**src/design/i2cm_pkg.sv**
```systemverilog
// i2cm_pkg: shared types, section codes and sequence plan tables for the
// single-register I2C master. No dependencies.
package i2cm_pkg;

    localparam int PHASE_TICKS_W   = 16;
    localparam logic [15:0] PHASE_TICKS_RST = 16'd100;

    localparam int STEP_W = 6;
    localparam logic [STEP_W-1:0] IDLE_STEP = 6'd63;

    // section codes
    localparam logic [2:0] SEC_END   = 3'd0;
    localparam logic [2:0] SEC_START = 3'd1;
    localparam logic [2:0] SEC_SEND  = 3'd2;
    localparam logic [2:0] SEC_ACK   = 3'd3;
    localparam logic [2:0] SEC_RECV  = 3'd4;
    localparam logic [2:0] SEC_NOACK = 3'd5;
    localparam logic [2:0] SEC_STOP  = 3'd6;

    // byte sources for a send section
    localparam logic [1:0] SRC_DEVICE   = 2'd0;
    localparam logic [1:0] SRC_REGISTER = 2'd1;
    localparam logic [1:0] SRC_DATA     = 2'd2;
    localparam logic [1:0] SRC_DEV_READ = 2'd3;

    // transaction kinds
    localparam logic KIND_WRITE = 1'b0;
    localparam logic KIND_READ  = 1'b1;

    typedef struct packed {
        logic [2:0] sec;
        logic [1:0] arg;
    } plan_entry_t;

    typedef struct packed {
        logic       request_valid;
        logic       kind;
        logic [7:0] device_address;
        logic [7:0] register_address;
        logic [7:0] write_data;
        logic       sda_in;
    } in_item_t;

    typedef struct packed {
        logic       scl_release;
        logic       sda_release;
        logic       busy_res;
        logic       done_res;
        logic       write_aborted;
        logic       start_fault;
        logic [2:0] nack_flags;
        logic [7:0] read_data;
    } result_t;

    function automatic plan_entry_t plan_lookup(input logic rd, input logic [3:0] idx);
        plan_entry_t e;
        e = '{sec: SEC_END, arg: 2'd0};
        if (rd == KIND_READ) begin
            unique case (idx)
                4'd0:    e = '{sec: SEC_START, arg: 2'd0};
                4'd1:    e = '{sec: SEC_SEND,  arg: SRC_DEVICE};
                4'd2:    e = '{sec: SEC_ACK,   arg: 2'd0};
                4'd3:    e = '{sec: SEC_SEND,  arg: SRC_REGISTER};
                4'd4:    e = '{sec: SEC_ACK,   arg: 2'd1};
                4'd5:    e = '{sec: SEC_START, arg: 2'd0};
                4'd6:    e = '{sec: SEC_SEND,  arg: SRC_DEV_READ};
                4'd7:    e = '{sec: SEC_ACK,   arg: 2'd2};
                4'd8:    e = '{sec: SEC_RECV,  arg: 2'd0};
                4'd9:    e = '{sec: SEC_NOACK, arg: 2'd0};
                4'd10:   e = '{sec: SEC_STOP,  arg: 2'd0};
                default: e = '{sec: SEC_END,   arg: 2'd0};
            endcase
        end else begin
            unique case (idx)
                4'd0:    e = '{sec: SEC_START, arg: 2'd0};
                4'd1:    e = '{sec: SEC_SEND,  arg: SRC_DEVICE};
                4'd2:    e = '{sec: SEC_ACK,   arg: 2'd0};
                4'd3:    e = '{sec: SEC_SEND,  arg: SRC_REGISTER};
                4'd4:    e = '{sec: SEC_ACK,   arg: 2'd1};
                4'd5:    e = '{sec: SEC_SEND,  arg: SRC_DATA};
                4'd6:    e = '{sec: SEC_ACK,   arg: 2'd2};
                4'd7:    e = '{sec: SEC_STOP,  arg: 2'd0};
                default: e = '{sec: SEC_END,   arg: 2'd0};
            endcase
        end
        return e;
    endfunction

endpackage

```
**src/design/i2cm_seq.sv**
```systemverilog
// i2cm_seq: bus sequencer state and the one-tick step logic.
// Depends on i2cm_pkg.
module i2cm_seq #(
    parameter int TIMER_W = 16
) (
    input  logic                              aclk,
    input  logic                              aresetn,
    input  logic [i2cm_pkg::PHASE_TICKS_W-1:0] phase_ticks,
    input  logic                              step_en,
    input  i2cm_pkg::in_item_t                item,
    output i2cm_pkg::result_t                 result
);

    localparam int CW = ((TIMER_W > i2cm_pkg::PHASE_TICKS_W) ?
                         TIMER_W : i2cm_pkg::PHASE_TICKS_W) + 1;

    logic [i2cm_pkg::STEP_W-1:0] step_reg, step_next;
    logic [TIMER_W-1:0]          timer_reg, timer_next;
    logic [3:0]                  bit_reg, bit_next;
    logic [7:0]                  shift_reg, shift_next;
    logic                        kind_reg;
    logic [7:0]                  dev_reg, regaddr_reg, wdata_reg;
    logic [2:0]                  nack_reg, nack_next;
    logic                        fault_reg, fault_next;
    logic                        scl_reg, scl_next;
    logic                        sda_reg, sda_next;

    logic                        idle, active;
    logic                        eff_kind;
    logic [7:0]                  eff_dev, eff_regaddr, eff_wdata;
    logic [i2cm_pkg::STEP_W-1:0] eff_step;
    logic [TIMER_W-1:0]          eff_timer;
    logic [3:0]                  eff_bit;
    logic [7:0]                  eff_shift;
    logic [2:0]                  eff_nack;
    logic                        eff_fault;
    i2cm_pkg::plan_entry_t       entry, nxt_entry;
    logic [1:0]                  sub;
    logic [4:0]                  nxt;
    logic [CW-1:0]               lim, pt_ext, cap, count_ext;
    logic                        expire, go_next, finished, aborted, fail;

    assign pt_ext = CW'(phase_ticks);
    assign cap    = CW'(1) << TIMER_W;

    always_comb begin
        if (pt_ext == '0) begin
            lim = CW'(1);
        end else if (pt_ext > cap) begin
            lim = cap;
        end else begin
            lim = pt_ext;
        end
    end

    always_comb begin
        idle   = (step_reg == i2cm_pkg::IDLE_STEP);
        active = !idle || item.request_valid;

        // a fresh request loads the held bytes and clears the run state
        if (idle) begin
            eff_kind    = item.kind;
            eff_dev     = item.device_address;
            eff_regaddr = item.register_address;
            eff_wdata   = item.write_data;
            eff_step    = '0;
            eff_timer   = '0;
            eff_bit     = '0;
            eff_shift   = '0;
            eff_nack    = '0;
            eff_fault   = 1'b0;
        end else begin
            eff_kind    = kind_reg;
            eff_dev     = dev_reg;
            eff_regaddr = regaddr_reg;
            eff_wdata   = wdata_reg;
            eff_step    = step_reg;
            eff_timer   = timer_reg;
            eff_bit     = bit_reg;
            eff_shift   = shift_reg;
            eff_nack    = nack_reg;
            eff_fault   = fault_reg;
        end

        entry = i2cm_pkg::plan_lookup(eff_kind, eff_step[5:2]);
        sub   = eff_step[1:0];

        // line changes on the first tick of a step
        scl_next   = scl_reg;
        sda_next   = sda_reg;
        shift_next = eff_shift;
        if (eff_timer == '0) begin
            case (entry.sec)
                i2cm_pkg::SEC_START: begin
                    if (sub == 2'd0) begin
                        scl_next = 1'b1;
                        sda_next = 1'b1;
                    end else begin
                        sda_next = 1'b0;
                    end
                end
                i2cm_pkg::SEC_SEND: begin
                    if (sub == 2'd0) begin
                        scl_next = 1'b0;
                    end else if (sub == 2'd1) begin
                        sda_next   = eff_shift[7];
                        shift_next = {eff_shift[6:0], 1'b0};
                    end else begin
                        scl_next = 1'b1;
                    end
                end
                i2cm_pkg::SEC_ACK, i2cm_pkg::SEC_NOACK: begin
                    if (sub == 2'd1) begin
                        sda_next = 1'b1;
                    end else begin
                        scl_next = (sub == 2'd2);
                    end
                end
                i2cm_pkg::SEC_RECV: begin
                    scl_next = (sub != 2'd0);
                end
                i2cm_pkg::SEC_STOP: begin
                    case (sub)
                        2'd0:    scl_next = 1'b0;
                        2'd1:    sda_next = 1'b0;
                        2'd2:    scl_next = 1'b1;
                        default: sda_next = 1'b1;
                    endcase
                end
                default: ;
            endcase
        end

        count_ext = CW'(eff_timer) + CW'(1);
        expire    = (count_ext >= lim);

        step_next  = eff_step;
        timer_next = eff_timer + TIMER_W'(1);
        bit_next   = eff_bit;
        nack_next  = eff_nack;
        fault_next = eff_fault;
        finished   = 1'b0;
        aborted    = 1'b0;
        go_next    = 1'b0;
        fail       = ((sub == 2'd0) && !item.sda_in) || ((sub == 2'd1) && item.sda_in);

        if (expire) begin
            timer_next = '0;
            case (entry.sec)
                i2cm_pkg::SEC_START: begin
                    if (fail) begin
                        fault_next = 1'b1;
                        if (eff_kind == i2cm_pkg::KIND_WRITE) begin
                            // abort: leave the lines, no stop
                            step_next = i2cm_pkg::IDLE_STEP;
                            finished  = 1'b1;
                            aborted   = 1'b1;
                        end else begin
                            go_next = 1'b1;
                        end
                    end else if (sub >= 2'd2) begin
                        go_next = 1'b1;
                    end else begin
                        step_next = {eff_step[5:2], sub + 2'd1};
                    end
                end
                i2cm_pkg::SEC_SEND: begin
                    if (sub < 2'd2) begin
                        step_next = {eff_step[5:2], sub + 2'd1};
                    end else begin
                        bit_next = eff_bit + 4'd1;
                        if (bit_next >= 4'd8) begin
                            go_next = 1'b1;
                        end else begin
                            step_next = {eff_step[5:2], 2'd0};
                        end
                    end
                end
                i2cm_pkg::SEC_RECV: begin
                    if (sub == 2'd0) begin
                        step_next = {eff_step[5:2], 2'd1};
                    end else begin
                        shift_next = {shift_next[6:0], item.sda_in};
                        bit_next   = eff_bit + 4'd1;
                        if (bit_next >= 4'd8) begin
                            go_next = 1'b1;
                        end else begin
                            step_next = {eff_step[5:2], 2'd0};
                        end
                    end
                end
                i2cm_pkg::SEC_ACK, i2cm_pkg::SEC_NOACK, i2cm_pkg::SEC_STOP: begin
                    if ((entry.sec == i2cm_pkg::SEC_ACK) && (sub == 2'd2) && item.sda_in) begin
                        nack_next = eff_nack | 3'(4'd1 << entry.arg);
                    end
                    if (sub < 2'd3) begin
                        step_next = {eff_step[5:2], sub + 2'd1};
                    end else begin
                        go_next = 1'b1;
                    end
                end
                default: begin
                    step_next = i2cm_pkg::IDLE_STEP;
                    finished  = 1'b1;
                end
            endcase
        end

        // advance to the next section of the plan
        nxt       = {1'b0, eff_step[5:2]} + 5'd1;
        nxt_entry = i2cm_pkg::plan_lookup(eff_kind, nxt[3:0]);
        if (go_next) begin
            if (nxt[4] || (nxt_entry.sec == i2cm_pkg::SEC_END)) begin
                step_next = i2cm_pkg::IDLE_STEP;
                finished  = 1'b1;
            end else begin
                step_next = {nxt[3:0], 2'd0};
                bit_next  = '0;
                if (nxt_entry.sec == i2cm_pkg::SEC_SEND) begin
                    case (nxt_entry.arg)
                        i2cm_pkg::SRC_DEVICE:   shift_next = eff_dev;
                        i2cm_pkg::SRC_REGISTER: shift_next = eff_regaddr;
                        i2cm_pkg::SRC_DATA:     shift_next = eff_wdata;
                        default:                shift_next = eff_dev + 8'd1;
                    endcase
                end
            end
        end

        // idle without a request: the lines keep their last levels
        result.scl_release   = active ? scl_next : scl_reg;
        result.sda_release   = active ? sda_next : sda_reg;
        result.busy_res      = active;
        result.done_res      = active && finished;
        result.write_aborted = active && aborted;
        result.start_fault   = active && finished && fault_next;
        result.nack_flags    = (active && finished) ? nack_next : 3'd0;
        result.read_data     = (active && finished && (eff_kind == i2cm_pkg::KIND_READ)) ?
                               shift_next : 8'd0;
    end

    always_ff @(posedge aclk) begin
        if (!aresetn) begin
            step_reg    <= i2cm_pkg::IDLE_STEP;
            timer_reg   <= '0;
            bit_reg     <= '0;
            shift_reg   <= '0;
            kind_reg    <= 1'b0;
            dev_reg     <= '0;
            regaddr_reg <= '0;
            wdata_reg   <= '0;
            nack_reg    <= '0;
            fault_reg   <= 1'b0;
            scl_reg     <= 1'b1;
            sda_reg     <= 1'b1;
        end else if (step_en && active) begin
            step_reg    <= step_next;
            timer_reg   <= timer_next;
            bit_reg     <= bit_next;
            shift_reg   <= shift_next;
            kind_reg    <= eff_kind;
            dev_reg     <= eff_dev;
            regaddr_reg <= eff_regaddr;
            wdata_reg   <= eff_wdata;
            nack_reg    <= nack_next;
            fault_reg   <= fault_next;
            scl_reg     <= scl_next;
            sda_reg     <= sda_next;
        end
    end

endmodule

```
**src/design/i2c_master_register_access.sv**
```systemverilog
// i2c_master_register_access: top level with stream ports, input register,
// result register and the phase_ticks configuration register.
// Depends on i2cm_pkg and i2cm_seq.
//
// Open-drain I2C master for single register writes and reads. Every input
// transfer is one tick of the bus timer: it carries a request (taken only
// while the block is idle) and the sampled SDA level, and every input
// transfer yields exactly one result transfer with the SCL/SDA drive levels,
// busy, and on the last tick of a transaction the done pulse with its abort,
// start-fault, no-acknowledge and read-byte fields. Each quarter-bit step
// lasts phase_ticks ticks (0 acts as 1). A write runs start, device byte,
// register byte, data byte, stop and aborts without a stop when the start
// check sees a busy or stuck SDA; a read runs start, device byte, register
// byte, repeated start, device byte plus one, one byte in, no-ack, stop.
// Throughput is one transfer per clock with no gaps while the sink takes
// results; each input transfer passes the input register and the result
// register on its way out. Write phase_ticks only while the block is idle.
module i2c_master_register_access #(
    parameter int PHASE_TIMER_WIDTH = 16
) (
    input  logic        aclk,
    input  logic        aresetn,

    input  logic        cfg_wr_en,
    input  logic [15:0] cfg_wr_data,      // phase_ticks

    input  logic        s_axis_tvalid,
    output logic        s_axis_tready,
    // [0] request_valid, [8:1] device_address, [16:9] register_address,
    // [24:17] write_data, [25] sda_in, [31:26] zero
    input  logic [31:0] s_axis_tdata,
    input  logic        s_axis_tuser,     // [0] kind

    output logic        m_axis_tvalid,
    input  logic        m_axis_tready,
    // [0] scl_release, [1] sda_release, [2] busy_res, [3] done_res,
    // [4] write_aborted, [5] start_fault, [8:6] nack_flags,
    // [16:9] read_data, [23:17] zero
    output logic [23:0] m_axis_tdata
);

    logic [i2cm_pkg::PHASE_TICKS_W-1:0] phase_ticks_reg;
    logic                               in_valid_reg;
    i2cm_pkg::in_item_t                 in_item_reg;
    logic                               out_valid_reg;
    i2cm_pkg::result_t                  out_item_reg;
    i2cm_pkg::result_t                  step_result;
    logic                               advance;

    // advance the sequencer when an item waits and the result slot is free
    assign advance       = in_valid_reg && (!out_valid_reg || m_axis_tready);
    assign s_axis_tready = !in_valid_reg || advance;

    always_ff @(posedge aclk) begin
        if (!aresetn) begin
            phase_ticks_reg <= i2cm_pkg::PHASE_TICKS_RST;
        end else if (cfg_wr_en) begin
            phase_ticks_reg <= cfg_wr_data;
        end
    end

    // input register: hold the transfer until the sequencer takes it
    always_ff @(posedge aclk) begin
        if (!aresetn) begin
            in_valid_reg <= 1'b0;
        end else if (s_axis_tready) begin
            in_valid_reg <= s_axis_tvalid;
        end
    end

    always_ff @(posedge aclk) begin
        if (s_axis_tvalid && s_axis_tready) begin
            in_item_reg.request_valid    <= s_axis_tdata[0];
            in_item_reg.kind             <= s_axis_tuser;
            in_item_reg.device_address   <= s_axis_tdata[8:1];
            in_item_reg.register_address <= s_axis_tdata[16:9];
            in_item_reg.write_data       <= s_axis_tdata[24:17];
            in_item_reg.sda_in           <= s_axis_tdata[25];
        end
    end

    i2cm_seq #(
        .TIMER_W (PHASE_TIMER_WIDTH)
    ) u_seq (
        .aclk        (aclk),
        .aresetn     (aresetn),
        .phase_ticks (phase_ticks_reg),
        .step_en     (advance),
        .item        (in_item_reg),
        .result      (step_result)
    );

    // result register: keep the transfer until the sink takes it
    always_ff @(posedge aclk) begin
        if (!aresetn) begin
            out_valid_reg <= 1'b0;
        end else if (advance) begin
            out_valid_reg <= 1'b1;
        end else if (m_axis_tready) begin
            out_valid_reg <= 1'b0;
        end
    end

    always_ff @(posedge aclk) begin
        if (advance) begin
            out_item_reg <= step_result;
        end
    end

    assign m_axis_tvalid = out_valid_reg;
    assign m_axis_tdata  = {7'd0,
                            out_item_reg.read_data,
                            out_item_reg.nack_flags,
                            out_item_reg.start_fault,
                            out_item_reg.write_aborted,
                            out_item_reg.done_res,
                            out_item_reg.busy_res,
                            out_item_reg.sda_release,
                            out_item_reg.scl_release};

endmodule
```
**config.mk**
```make
export PLATFORM = sky130hd
export DESIGN_NAME = i2c_master_register_access
export DESIGN_NICKNAME = d
export VERILOG_FILES = /design/src/design/i2cm_pkg.sv /design/src/design/i2cm_seq.sv /design/src/design/i2c_master_register_access.sv
export SDC_FILE = /design/constraint.sdc
export NUM_CORES = 1
export LEC_CHECK = 0
export BUFFER_PORTS_ARGS = -buffer_cell sky130_fd_sc_hd__buf_2
export CAP_MARGIN = 20
export CELL_PAD_IN_SITES_DETAIL_PLACEMENT = 0
export CELL_PAD_IN_SITES_GLOBAL_PLACEMENT = 1
export CORE_AREA = 5 5 133 135
export DETAILED_ROUTE_END_ITERATION = 8
export DIE_AREA = 0 0 138 140
export PLACE_DENSITY_LB_ADDON = 0.1
export SLEW_MARGIN = 10
export SYNTH_ARGS = -nofsm -noshare
export SYNTH_HDL_FRONTEND = slang
export SYNTH_HIERARCHICAL = 1
export SYNTH_SLANG_ARGS = --single-unit
```
**constraint.sdc**
```tcl
create_clock -name aclk -period 14.4 [get_ports aclk]
set_input_delay 0 -clock aclk [delete_from_list [all_inputs] [get_ports aclk]]
set_output_delay 0 -clock aclk [all_outputs]
set_load 0.01 [all_outputs]
```
======== After elaboration in Yosys (flattened, before gate mapping) ========
Memories as Yosys holds them, arrays and structs flattened.
Cells that the tools add are included.
operators by class
  $add $sub $neg .......................... 6
  magnitude comparators ................... 6
  equal/unequal tests ..................... 12
  shift-type cells ........................ 1
  mux-type cells .......................... 86
  bitwise gates (word level) .............. 1
  reductions and logical operators ........ 31
operators by type and width
  operator                                                                           count
  8-bit two-way mux                                                                  14
  6-bit two-way mux                                                                  6
  1-bit two-way mux                                                                  34
  17-bit two-way mux                                                                 2
  16-bit two-way mux                                                                 2
  4-bit two-way mux                                                                  6
  6-bit case mux with 4 select lines                                                 1
  8-bit case mux with 3 select lines                                                 1
  5-bit two-way mux                                                                  4
  16-bit by 1-bit adder with 17-bit output, second input constant                    1
  17-bit greater-or-equal comparator                                                 1
  16-bit by 17-bit greater-than comparator with 1-bit output, second input constant  1
  17-bit logical NOT                                                                 1
  16-bit by 1-bit adder with 16-bit output, second input constant                    1
  16-bit logical NOT                                                                 1
  3-bit two-way mux                                                                  4
  1-bit logical AND                                                                  11
  2-bit two-way mux                                                                  5
  3-bit by 2-bit equality test with 1-bit output, second input constant              3
  3-bit equality test, second input constant                                         3
  8-bit by 1-bit adder with 8-bit output, second input constant                      1
  1-bit case mux with 4 select lines                                                 2
  4-bit case mux with 2 select lines                                                 1
  6-bit equality test, second input constant                                         1
  21 further kinds                                                                   36
word-level totals
  register bits after elaboration ......... 127
  bits in read-only memories .............. 240
  output and inout bits ................... 26
  word-level logic and storage cells ...... 176
  memories ................................ 4
memories
  memory            words  width  rd ports  clocked after memory_dff  wr ports  line            text
  (name not given)  16     5      1         0                         0         i2cm_pkg.sv:59  unique case (idx)
  (name not given)  16     5      1         0                         0         i2cm_pkg.sv:59
  (name not given)  8      5      1         0                         0         i2cm_pkg.sv:74  unique case (idx)
  (name not given)  8      5      1         0                         0         i2cm_pkg.sv:74

======== Depth between registers and ports, before layout ========
Gate-level depths: netlist of run 1.
An unclocked memory read counts as a cell.
  depth in word-level cells ............... 14
  depth in mapped cells ................... 25
  depth with buffers taken out ............ 20

======== Cells and area by module ========
Netlist of run 1, hierarchy kept.
modules (own cells, without submodules)
  module                      times used  cells an instance  area each (um^2)  sequential area each (um^2)
  i2cm_seq                    1           815                5744.3            1301.2
  i2c_master_register_access  1           112                2070.7            1681.6

======== Worst setup path before layout of run 1 ========
No wires, ideal clock.
  path type ............................... register to register
  start ................................... register u_seq/step_reg[2] (netlist bit)
  end ..................................... register out_item_reg (netlist bit m_axis_tdata[8]) (data pin)
  arrival time ............................ 5.230 ns
  required time ........................... 14.145 ns
  slack ................................... 8.915 ns
  cell stages (with the launch flop) ...... 26
  clock period less this slack ............ 5.485 ns
  path through ............................ dfxtp_1 ha_1 nand4_1 buf_2 clkbuf_1 buf_1 buf_1 clkbuf_1 and2_1 ha_1 and4_1 nand4_1 nor2_1 nand4_1 xor2_1 nor2_1 ha_1 a21oi_1 o211ai_1 a311oi_1 a211o_1 and2_1 clkbuf_1 nor3_1 a32o_1 and2_1
between the ends
  longest elaborated chain between the ends .. 12
  elaborated cells on any way between the ends .. 63
  those cells by class .................... add/sub: 3; order compare: 5; eq/ne: 9; shift: 1; mux: 27; bitwise: 1; reduce/logical: 13; memory: 4
RTL lines
  item                                                                               line                               text
  start: declaration                                                                 i2cm_seq.sv:17                     logic [i2cm_pkg::STEP_W-1:0] step_reg, step_next;
  start signal: assignment                                                           i2cm_seq.sv:244                    step_reg <= i2cm_pkg::IDLE_STEP;
  start signal: assignment                                                           i2cm_seq.sv:257                    step_reg <= step_next;
  branches (longest 12 deep; another with 16-bit by 1-bit adder with 17-bit output)  n/a
  end signal: assignment                                                             i2c_master_register_access.sv:106  out_item_reg <= step_result;
  end: declaration                                                                   i2c_master_register_access.sv:46   i2cm_pkg::result_t out_item_reg;
Several ways; the timed one is not identified.
A chain may end at the register's enable or synchronous reset.

======== Worst setup path in the final report of run 1 ========
  start ................................... register u_seq/step_reg[0] (netlist bit)
  end ..................................... register out_item_reg (netlist bit m_axis_tdata[8]) (data pin)
The elaborated chain is that of the path after synthesis.

==> results.toml, run 1 <==
[run_status]
status = "finished clean"

[clock_tree]
cts_buffer_depth = 2
cts_max_level = 4
cts_buffers = 17
clk_pin_slew_ns = 0.06
root_buffer = "clkbuf_16"
cts.sinks = 127
clk_latency_ns = 0.42
tritoncts = "built"

[yosys]
synth-seq-cells = 127
synth-edff-count = 44
synthFlopType = "dfxtp_1"
synth.distinct_cells = 82
async_flop_share_pct = 0
netlist_area_sq_um = 7810
yosysWarnings = 6
avgSynthCellArea_sq_um = 8.43
netlist_instances = 927
ys_seq_area_share_pct = 38.2

[die]
fp.dieW_um = 138
io_pins = 80
core_sq_um = 16300
fp-row-count = 47
die_height_um = 140
start_util_pct = 47.8
die-area_sq_um = 19300

[worst_setup_path]
crit_required_ns = 14.57
arrival_ns = 6.09
end_kind = "flip-flop"
ff2ff_path_depth = 19
r2r-start = "u_seq/step_reg[0]$_SDFFE_PN1P_"
r2r_end = "m_axis_tdata[8]$_DFFE_PP_"
crit_fanout = 21
r2r_setup_slack_ns = 8.48
startpoint_type = "flip-flop"
path_class = "flip-flop to flip-flop"

[timing]
fin_skew_ns = 0.00970
rsz0062_at_grt = "false"
setup_viol = 0
maxSlewViolCount = 0
max_freq_ghz = 0.169
timing.final.crit_share_pct = 41.1
hold_viol_final = 0
fin_crit_ns = 5.92
tightest_slew_ns = 0.987
holdWs_ns = 0.0763
maxSlewHeadroom_pct = 34.2
timing.setup.tns_ns = 0

[worst_hold_path]
hold_path.class = "input pin to flip-flop"
holdPathEnd = "phase_ticks_reg[2]$_SDFFE_PN1P_"
holdCritStartpoint = "aresetn"
hold_depth = 2

[global_routing]
antenna_found_initial = 0
grt.overflow.total = 0
grt_max_degree = 69
grt_pass1_vias = 6876
grt_pass1_wl_mm = 36.4
grt.total_usage_pct = 23.1

[routing]
ant_nets = 0
drc_errors = 0
viasPerCell = 5.92
dr.pass1.iters = 5
vias = 7335
wirelength_mm = 22.7
wl_per_cell_um = 18.4
initialDrtViolationCount = 638

[power_and_ir_drop]
power.leakage_uw = 0.00353
peakVddDrop_uv = 78.1
power_density_nw_per_um2 = 163

[layout]
n_antenna_cell = 0
largest_reg_flops = 27
final_cell_mix = "nand2_1 (142), dfxtp_1 (83), a21oi_1 (83), buf_2 (66), nand3_1 (55)"
drive_gt1_share_pct = 13.2
layout.cells.non_filler = 1239
syn_to_final_growth_pct = 18.4
final_common_cell = "nand2_1"
layout.nets = 1090

[placed_design]
dp_cells = 1161
gp_congestion = 0.926
hpwl_mm = 15.3
port-buffer-count = 66

[flow_run]
max_cap_viol_count = 0
cells in the mapped netlist, types with 5 or more instances:
master	instances	area, sq um
xor2_1	8	70.1
o21ai_0	47	235
and4_1	5	43.8
o211ai_1	12	90.1
a211oi_1	12	90.1
nor2_1	53	199
nor4_1	7	43.8
and3_1	6	37.5
nand2b_1	8	50.1
buf_2	10	50.1
buf_4	8	60.1
dfxtp_1	83	1660
edfxtp_1	44	1320
a21boi_0	5	37.5
nand3_1	55	275
nor2b_1	19	119
buf_1	6	22.5
buf_6	5	56.3
nor3_1	7	35.0
a211o_1	8	70.1
a21oi_1	84	420
mux2i_1	31	310
a31oi_1	15	93.8
inv_1	32	120
o221ai_1	5	43.8
ha_1	30	375
a21o_1	5	37.5
or3_1	5	31.3
nand4_1	19	119
clkbuf_1	37	139
nand2_1	142	533
a22oi_1	8	60.1
xnor2_1	5	43.8
and2_1	14	87.6
per-stage QoR:
stage	worst slack (ns)	power (uW)	util, %	cell area (sq um)
floorplan	8.92	879	-	7840
global placement	8.66	1040	50.0	8170
detailed placement	8.57	1040	50.0	8170
CTS	8.52	1510	56.6	9250
global route	8.12	1600	56.6	9250
finish	8.48	1510	56.6	9250
kinds of logic (layout without fill, tap and decap cells):
group	count (synthesis)	count (layout)	synth area share, %
compound gates	255	255	21.5
buf+inv	99	185	5.99
mux	37	37	4.92
fa+ha+maj	30	30	4.80
simple gates	365	365	23.2
other cells	1	7	0.0480
flops	127	127	38.2
xor+xnor	13	13	1.46
cell type report:
| cell class | count | area, sq um |
|---|---|---|
| Clock inverter | 13 | 190 |
| Fill cell | 1551 | 7090 |
| Multi-Input combinational cell | 707 | 4390 |
| Tap cell | 220 | 275 |
| Timing Repair Buffer | 121 | 858 |
| Clock buffer | 19 | 433 |
| Sequential cell | 127 | 2980 |
| Inverter | 32 | 120 |
per-layer routing:
metal | global-route usage [%] | wire length [um]
met5 | 0 | 0
met4 | 9.46 | 554
met3 | 4.06 | 1140
met2 | 37.5 | 10600
met1 | 30.7 | 10500
worst max path at each step:
stage	slack, ns	to	cells after the start	from
final	8.48	m_axis_tdata[8]$_DFFE_PP_	19	u_seq/step_reg[0]$_SDFFE_PN1P_
after global routing	8.12	m_axis_tdata[8]$_DFFE_PP_	20	u_seq/step_reg[2]$_SDFFE_PN1P_
after CTS	8.52	m_axis_tdata[14]$_DFFE_PP_	20	u_seq/step_reg[2]$_SDFFE_PN1P_
after detailed placement	8.57	m_axis_tdata[14]$_DFFE_PP_	20	u_seq/step_reg[2]$_SDFFE_PN1P_
after global placement	8.66	m_axis_tdata[8]$_DFFE_PP_	19	u_seq/step_reg[2]$_SDFFE_PN1P_
after floorplan	8.92	m_axis_tdata[8]$_DFFE_PP_	25	u_seq/step_reg[2]$_SDFFE_PN1P_
what timing repair did:
| item | in CTS | in global routing |
|---|---|---|
| gates resized for setup | 0 | 0 |
| setup buffers | 0 | 0 |
| endpoints found under the hold margin | 45 | 0 |
| hold buffers | 46 | 0 |
critical path, stage by stage, from the launching register on:
cell	delay (ns)
dfxtp_1	0.67
ha_1	0.37
nand4_1	0.41
and2_1	0.36
ha_1	0.24
and4_1	0.22
nand4_1	0.17
nor2_1	0.13
nand4_1	0.12
xor2_1	0.15
nor2_1	0.10
ha_1	0.38
a21oi_1	0.20
o211ai_1	0.12
a311oi_1	0.24
a211o_1	0.34
and2_1	0.84
nor3_1	0.14
a32o_1	0.30
and2_1	0.16
where the power goes:
part / leakage, uW / internal, uW / switching, uW
Combinational: 0.00214 / 202 / 423
Clock: 0.000291 / 290 / 163
Sequential: 0.00110 / 399 / 30.9
Total: 0.00353 / 891 / 618
Power figures use the tool's default switching activity.
==> run 2: changes to the inputs <==
--- a/config.mk
+++ b/config.mk
@@ -5,13 +5,14 @@
 export SDC_FILE = /design/constraint.sdc
 export NUM_CORES = 1
 export LEC_CHECK = 0
+export ABC_AREA = 1
 export BUFFER_PORTS_ARGS = -buffer_cell sky130_fd_sc_hd__buf_2
 export CAP_MARGIN = 20
 export CELL_PAD_IN_SITES_DETAIL_PLACEMENT = 0
 export CELL_PAD_IN_SITES_GLOBAL_PLACEMENT = 1
-export CORE_AREA = 5 5 133 135
+export CORE_AREA = 5 5 151 153
 export DETAILED_ROUTE_END_ITERATION = 8
-export DIE_AREA = 0 0 138 140
+export DIE_AREA = 0 0 156 158
 export PLACE_DENSITY_LB_ADDON = 0.1
 export SLEW_MARGIN = 10
 export SYNTH_ARGS = -nofsm -noshare
==> constraint.sdc (replaced) <==
create_clock -name aclk -period 5.05 [get_ports aclk]
set_input_delay 0 -clock aclk [delete_from_list [all_inputs] [get_ports aclk]]
set_output_delay 0 -clock aclk [all_outputs]
set_load 0.01 [all_outputs]
==> results.toml, run 2 <==
[global_routing]
grt_max_degree = 59
grt_pass1_vias = 7040
antenna_found_initial = 0
grt_pass1_wl_mm = 36.8
grt.total_usage_pct = 18.5
grt.overflow.total = 0

[clock_tree]
ctsResizeCount = 0
cts_max_level = 4
root_buffer = "clkbuf_16"
tritoncts = "built"
cts.sinks = 127
cts_buffers = 17
clk_latency_ns = 0.43
clk_pin_slew_ns = 0.07
cts_buffer_depth = 2

[layout]
largest_reg_flops = 27
layout.nets = 1333
n_antenna_cell = 0
syn_to_final_growth_pct = 19.3
final_common_cell = "nand2_1"
drive_gt1_share_pct = 15.4
final_cell_mix = "nand2_1 (280), inv_1 (131), nand3_1 (102), nor2_1 (97), o21ai_0 (88)"

[worst_hold_path]
holdCritStartpoint = "cfg_wr_en"
hold_path.class = "input pin to flip-flop"
holdPathEnd = "phase_ticks_reg[8]$_SDFFE_PN0P_"
hold_depth = 3

[die]
io_pins = 80
fp-row-count = 54
fp.dieW_um = 156
core_sq_um = 21400
start_util_pct = 38.2
die-area_sq_um = 24600
die_height_um = 158

[timing]
hold_viol_final = 0
fin_skew_ns = 0.0154
tightest_slew_ns = 0.869
fin_crit_ns = 4.40
setup_viol = 0
max_freq_ghz = 0.227
timing.setup.tns_ns = 0
holdWs_ns = 0.0308
rsz0062_at_grt = "false"
timing.final.crit_share_pct = 87.0
maxSlewViolCount = 0
maxSlewHeadroom_pct = 42.1

[yosys]
avgSynthCellArea_sq_um = 7.12
yosysWarnings = 6
synth-seq-cells = 127
synth.distinct_cells = 47
ys_seq_area_share_pct = 36.5
synth_top_cell_area_share_pct = 20.3
synth_largest_area_cell = "dfxtp_1"
synth_area_leaders = "dfxtp_1 (20%), edfxtp_1 (16%), nand2_1 (13%)"
async_flop_share_pct = 0
synth_commonest_cells = "nand2_1 (281), inv_1 (131), nand3_1 (102)"
netlist_instances = 1148
synth_most_common_cell = "nand2_1"
synth-edff-count = 44
synthFlopType = "dfxtp_1"
netlist_area_sq_um = 8180

[worst_setup_path]
end_kind = "flip-flop"
r2r_end = "m_axis_tdata[10]$_DFFE_PP_"
max_stage_delay_ns = 0.37
crit_required_ns = 5.32
r2r-start = "u_seq/step_reg[1]$_SDFFE_PN1P_"
ff2ff_path_depth = 24
r2r_setup_slack_ns = 0.65
path_cells = "ha_1, nand2_2, nor2_8, nor2_1, ha_1, nand2_1, nor2_1, nand2_1, nor2_1, inv_1, o21ai_0, nand2_1, inv_1, ha_1, inv_1, nor4_1, nand4_1, o21bai_1, nor2_2, nand2_4, nand2_1, nand2_1, nand4_2, nor2_1"
crit_path_frequent_cell = "nand2_1"
startpoint_type = "flip-flop"
crit_fanout = 26
crit_path_start = "u_seq/step_reg[1]$_SDFFE_PN1P_"
path_class = "flip-flop to flip-flop"
cp_num_buf_inv = 3
cp_slowest_cell = "dfxtp_1"
arrival_ns = 4.67
cpLargestDelayFamily = "simple AND/OR/NAND/NOR gates"

[placed_design]
gp_congestion = 0.872
hpwl_mm = 15.8
port-buffer-count = 66

[power_and_ir_drop]
power.leakage_uw = 0.00435
power_density_nw_per_um2 = 368
peakVddDrop_uv = 191
switching_power_uw = 1410
p_sw_share_pct = 39.3
seqPwrFrac_pct = 32.3
p_clk_share_pct = 35.0
power.share.combinational_pct = 32.7
internal-power_uw = 2180

[routing]
initialDrtViolationCount = 406
drc_errors = 0
vias = 7532
dr.pass1.iters = 5
viasPerCell = 4.88
ant_nets = 0
wl_per_cell_um = 14.4
wirelength_mm = 22.3

[flow_run]
max_cap_viol_count = 0

[run_status]
status = "finished clean"
-- run 2: logic make-up (layout without fill, tap and decap cells) --
group,Yosys count,after routing,share of synthesized area [%]
AOI/OAI and AO/OA,196,196,13.3
and+or+nand+nor,581,581,33.3
other,1,7,0.0459
adders and majority gates,30,30,4.59
xor gates and xnor gates,16,16,1.71
DFF,127,127,36.5
buffers and inverters,197,305,10.7
-- run 2: power groups by stage --
stage                     Combinational, uW  Clock [uW]  Sequential (uW)
after floorplan                         897           0             1180
after global placement                 1150           0             1180
after detailed placement               1140           0             1190
after CTS                              1180        1290             1160
after global routing                   1320        1340             1170
final                                  1170        1260             1160
-- run 2: per-stage QoR --
stage,setup WS [ns],util (%),power (uW),cells,area (sq um)
2_1_floorplan,0.879,-,2080,1154,8200
3_5_place_dp,0.624,40.5,2330,1461,8670
3_3_place_gp,0.675,40.4,2330,1460,8650
4_1_cts,0.597,45.6,3630,1542,9760
5_1_grt,0.00699,45.6,3830,1542,9760
6_report,0.654,45.6,3590,1542,9760
-- run 2: per-layer routing --
metal	GRT usage, %	vias to the layer above	wire length (um)
met5	0	-	0
met4	4.75	0	279
met3	2.76	20	866
met2	30.1	142	10300
met1	26.0	3401	10800
li1	-	3969	-
-- run 2: worst max-delay path by stage --
stage / end / slack, ns / cells after the start
2_1_floorplan: m_axis_tdata[11]$_DFFE_PP_ / 0.88 / 32
3_3_place_gp: m_axis_tdata[10]$_DFFE_PP_ / 0.68 / 27
3_5_place_dp: m_axis_tdata[10]$_DFFE_PP_ / 0.62 / 27
4_1_cts: m_axis_tdata[10]$_DFFE_PP_ / 0.60 / 27
5_1_grt: m_axis_tdata[9]$_DFFE_PP_ / 0.007 / 26
6_report: m_axis_tdata[10]$_DFFE_PP_ / 0.65 / 24
-- run 2: worst register-to-register path, cell delays in order, from the launching register on --
cell      delay [ns]
dfxtp_1         0.37
ha_1            0.23
nand2_2         0.19
nor2_8          0.07
nor2_1          0.24
ha_1            0.24
nand2_1         0.06
nor2_1          0.24
nand2_1         0.12
nor2_1          0.18
inv_1           0.08
o21ai_0         0.15
nand2_1         0.07
inv_1           0.09
ha_1            0.15
inv_1           0.05
nor4_1          0.20
nand4_1         0.13
o21bai_1        0.19
nor2_2          0.10
nand2_4         0.28
nand2_1         0.24
nand2_1         0.17
nand4_2         0.23
nor2_1          0.20
-- run 2: final cells by class --
class                      instances  area (sq um)
clock buffer                      17           425
clock inverter                    15           168
fill                            2167         11700
inverter                         147           557
multi-input combinational        830          4350
sequential                       127          2980
tap                              280           350
timing repair buffer             126           923
-- run 2: what timing repair did --
item	CTS	global route
hold endpoints to repair	45	0
setup buffers	0	0
hold buffers	49	0
==> run 3: changes to the inputs <==
--- a/config.mk
+++ b/config.mk
@@ -14,6 +14,7 @@
 export DETAILED_ROUTE_END_ITERATION = 8
 export DIE_AREA = 0 0 156 158
 export PLACE_DENSITY_LB_ADDON = 0.1
+export REMOVE_ABC_BUFFERS = 1
 export SLEW_MARGIN = 10
 export SYNTH_ARGS = -nofsm -noshare
 export SYNTH_HDL_FRONTEND = slang
==> results.toml, run 3 (same netlist as run 2, synthesis figures left out) <==
[die]
fp.dieW_um = 156
die-area_sq_um = 24600
io_pins = 80
fp-row-count = 54
die_height_um = 158
start_util_pct = 38.2
core_sq_um = 21400

[global_routing]
grt_pass1_wl_mm = 36.3
grt_pass1_vias = 6995
grt.total_usage_pct = 18.2
grt.overflow.total = 0
grt_max_degree = 59
antenna_found_initial = 0

[worst_setup_path]
cp_slowest_cell = "dfxtp_1"
cpLargestDelayFamily = "simple AND/OR/NAND/NOR gates"
startpoint_type = "flip-flop"
r2r-start = "u_seq/step_reg[1]$_SDFFE_PN1P_"
max_stage_delay_ns = 0.38
path_class = "flip-flop to flip-flop"
crit_required_ns = 5.23
crit_path_start = "u_seq/step_reg[1]$_SDFFE_PN1P_"
cp_num_buf_inv = 3
arrival_ns = 4.66
crit_path_frequent_cell = "nand2_1"
crit_fanout = 27
end_kind = "flip-flop"

[placed_design]
placed_area_sq_um = 8670
port-buffer-count = 66
gp_congestion = 0.859
hpwl_mm = 15.7

[timing]
fin_skew_ns = 0.0172
max_freq_ghz = 0.223
timing.setup.tns_ns = 0
setup_viol = 0
tightest_slew_ns = 0.900
fin_crit_ns = 4.48
timing.final.crit_share_pct = 88.7
rsz0062_at_grt = "false"
hold_viol_final = 0
maxSlewViolCount = 0
maxSlewHeadroom_pct = 40.0

[clock_tree]
tritoncts = "built"
clk_pin_slew_ns = 0.07
clk_latency_ns = 0.43
cts_buffers = 17
root_buffer = "clkbuf_16"
cts_setup_buffers = 0
cts_buffer_depth = 2
cts_max_level = 4
cts.sinks = 127

[layout]
final_cell_mix = "nand2_1 (280), inv_1 (131), nand3_1 (102), nor2_1 (97), o21ai_0 (88)"
layout.nets = 1335
drive_gt1_share_pct = 15.5
syn_to_final_growth_pct = 19.7
final_common_cell = "nand2_1"
n_antenna_cell = 0
design_area_sq_um = 9780
largest_reg_flops = 27

[routing]
wl_per_cell_um = 14.2
dr.pass1.iters = 5
wirelength_mm = 22.0
ant_nets = 0
viasPerCell = 4.85
vias = 7489
initialDrtViolationCount = 391
drc_errors = 0

[worst_hold_path]
holdCritStartpoint = "cfg_wr_en"
hold_path.class = "input pin to flip-flop"

[run_status]
status = "finished clean"

[power_and_ir_drop]
power.leakage_uw = 0.00436
power_density_nw_per_um2 = 369
peakVddDrop_uv = 204

[flow_run]
max_cap_viol_count = 0
## run 3: final timing paths
path                                     endpoint  slack, ns  cells after the start
setup / recovery        m_axis_tdata[5]$_DFFE_PP_       0.57                     27
hold / removal    phase_ticks_reg[8]$_SDFFE_PN0P_       0.03                      3
setup reg to reg        m_axis_tdata[5]$_DFFE_PP_       0.57                     27
hold reg to reg   u_seq/wdata_reg[3]$_SDFFE_PN0P_       0.45                      2
## run 3: metrics by stage
step           worst slack, ns  power (uW)  hold WS, ns  std cells  util [%]
6_report                 0.571        3610       0.0338       1544      45.7
5_1_grt                  0.133        3860       0.0496       1544      45.7
4_1_cts                  0.440        3650       0.0156       1544      45.6
3_5_place_dp             0.496        2330        0.178       1463      40.5
3_3_place_gp             0.602        2330        0.176       1463      40.5
2_1_floorplan             1.00        2000       0.0841       1104         -
## run 3: repair_timing
item                       in CTS  in global routing
hold endpoints to repair       45                  0
setup endpoints to repair       0                  5
hold buffers                   49                  0
gates resized for setup         0                  1
## run 3: layer usage
layer / up-vias / track usage [%] / share of wire, %
met5: - / 0 / 0
met4: 0 / 4.46 / 1.5
met3: 23 / 3.25 / 3.4
met2: 133 / 29.7 / 46
met1: 3362 / 25.1 / 49
li1: 3971 / - / -
## run 3: area by class of cell
class                   count  area, sq um
flip-flops and latches    127         2980
inverters                 147          557
multi-input cells         830         4360
clock buffers              17          425
clock inverters            15          190
repair buffers            128          918
fillers                  2218        11600
well taps                 280          350
## run 3: power breakdown
part / switching, uW / internal, uW
registers: 33.0 / 1130
clock network: 557 / 713
logic: 827 / 350
total: 1420 / 2190
## run 3: worst register-to-register path, cell delays in order (launching register included)
cell	delay, ns
dfxtp_1	0.38
ha_1	0.24
nand2_2	0.19
nor2_8	0.08
nor2_1	0.20
ha_1	0.23
nand2_1	0.06
nor2_1	0.29
nand2_1	0.12
nor2_1	0.20
inv_1	0.09
nand2_1	0.06
inv_1	0.05
ha_1	0.33
a21oi_1	0.19
o21a_1	0.14
nand2_1	0.05
nand2_1	0.06
nand3_1	0.07
nand2_1	0.06
nand2_1	0.04
nand2_1	0.20
nand2_8	0.21
nand2_1	0.26
nand2_1	0.13
nand3_2	0.16
inv_2	0.05
and2_1	0.13
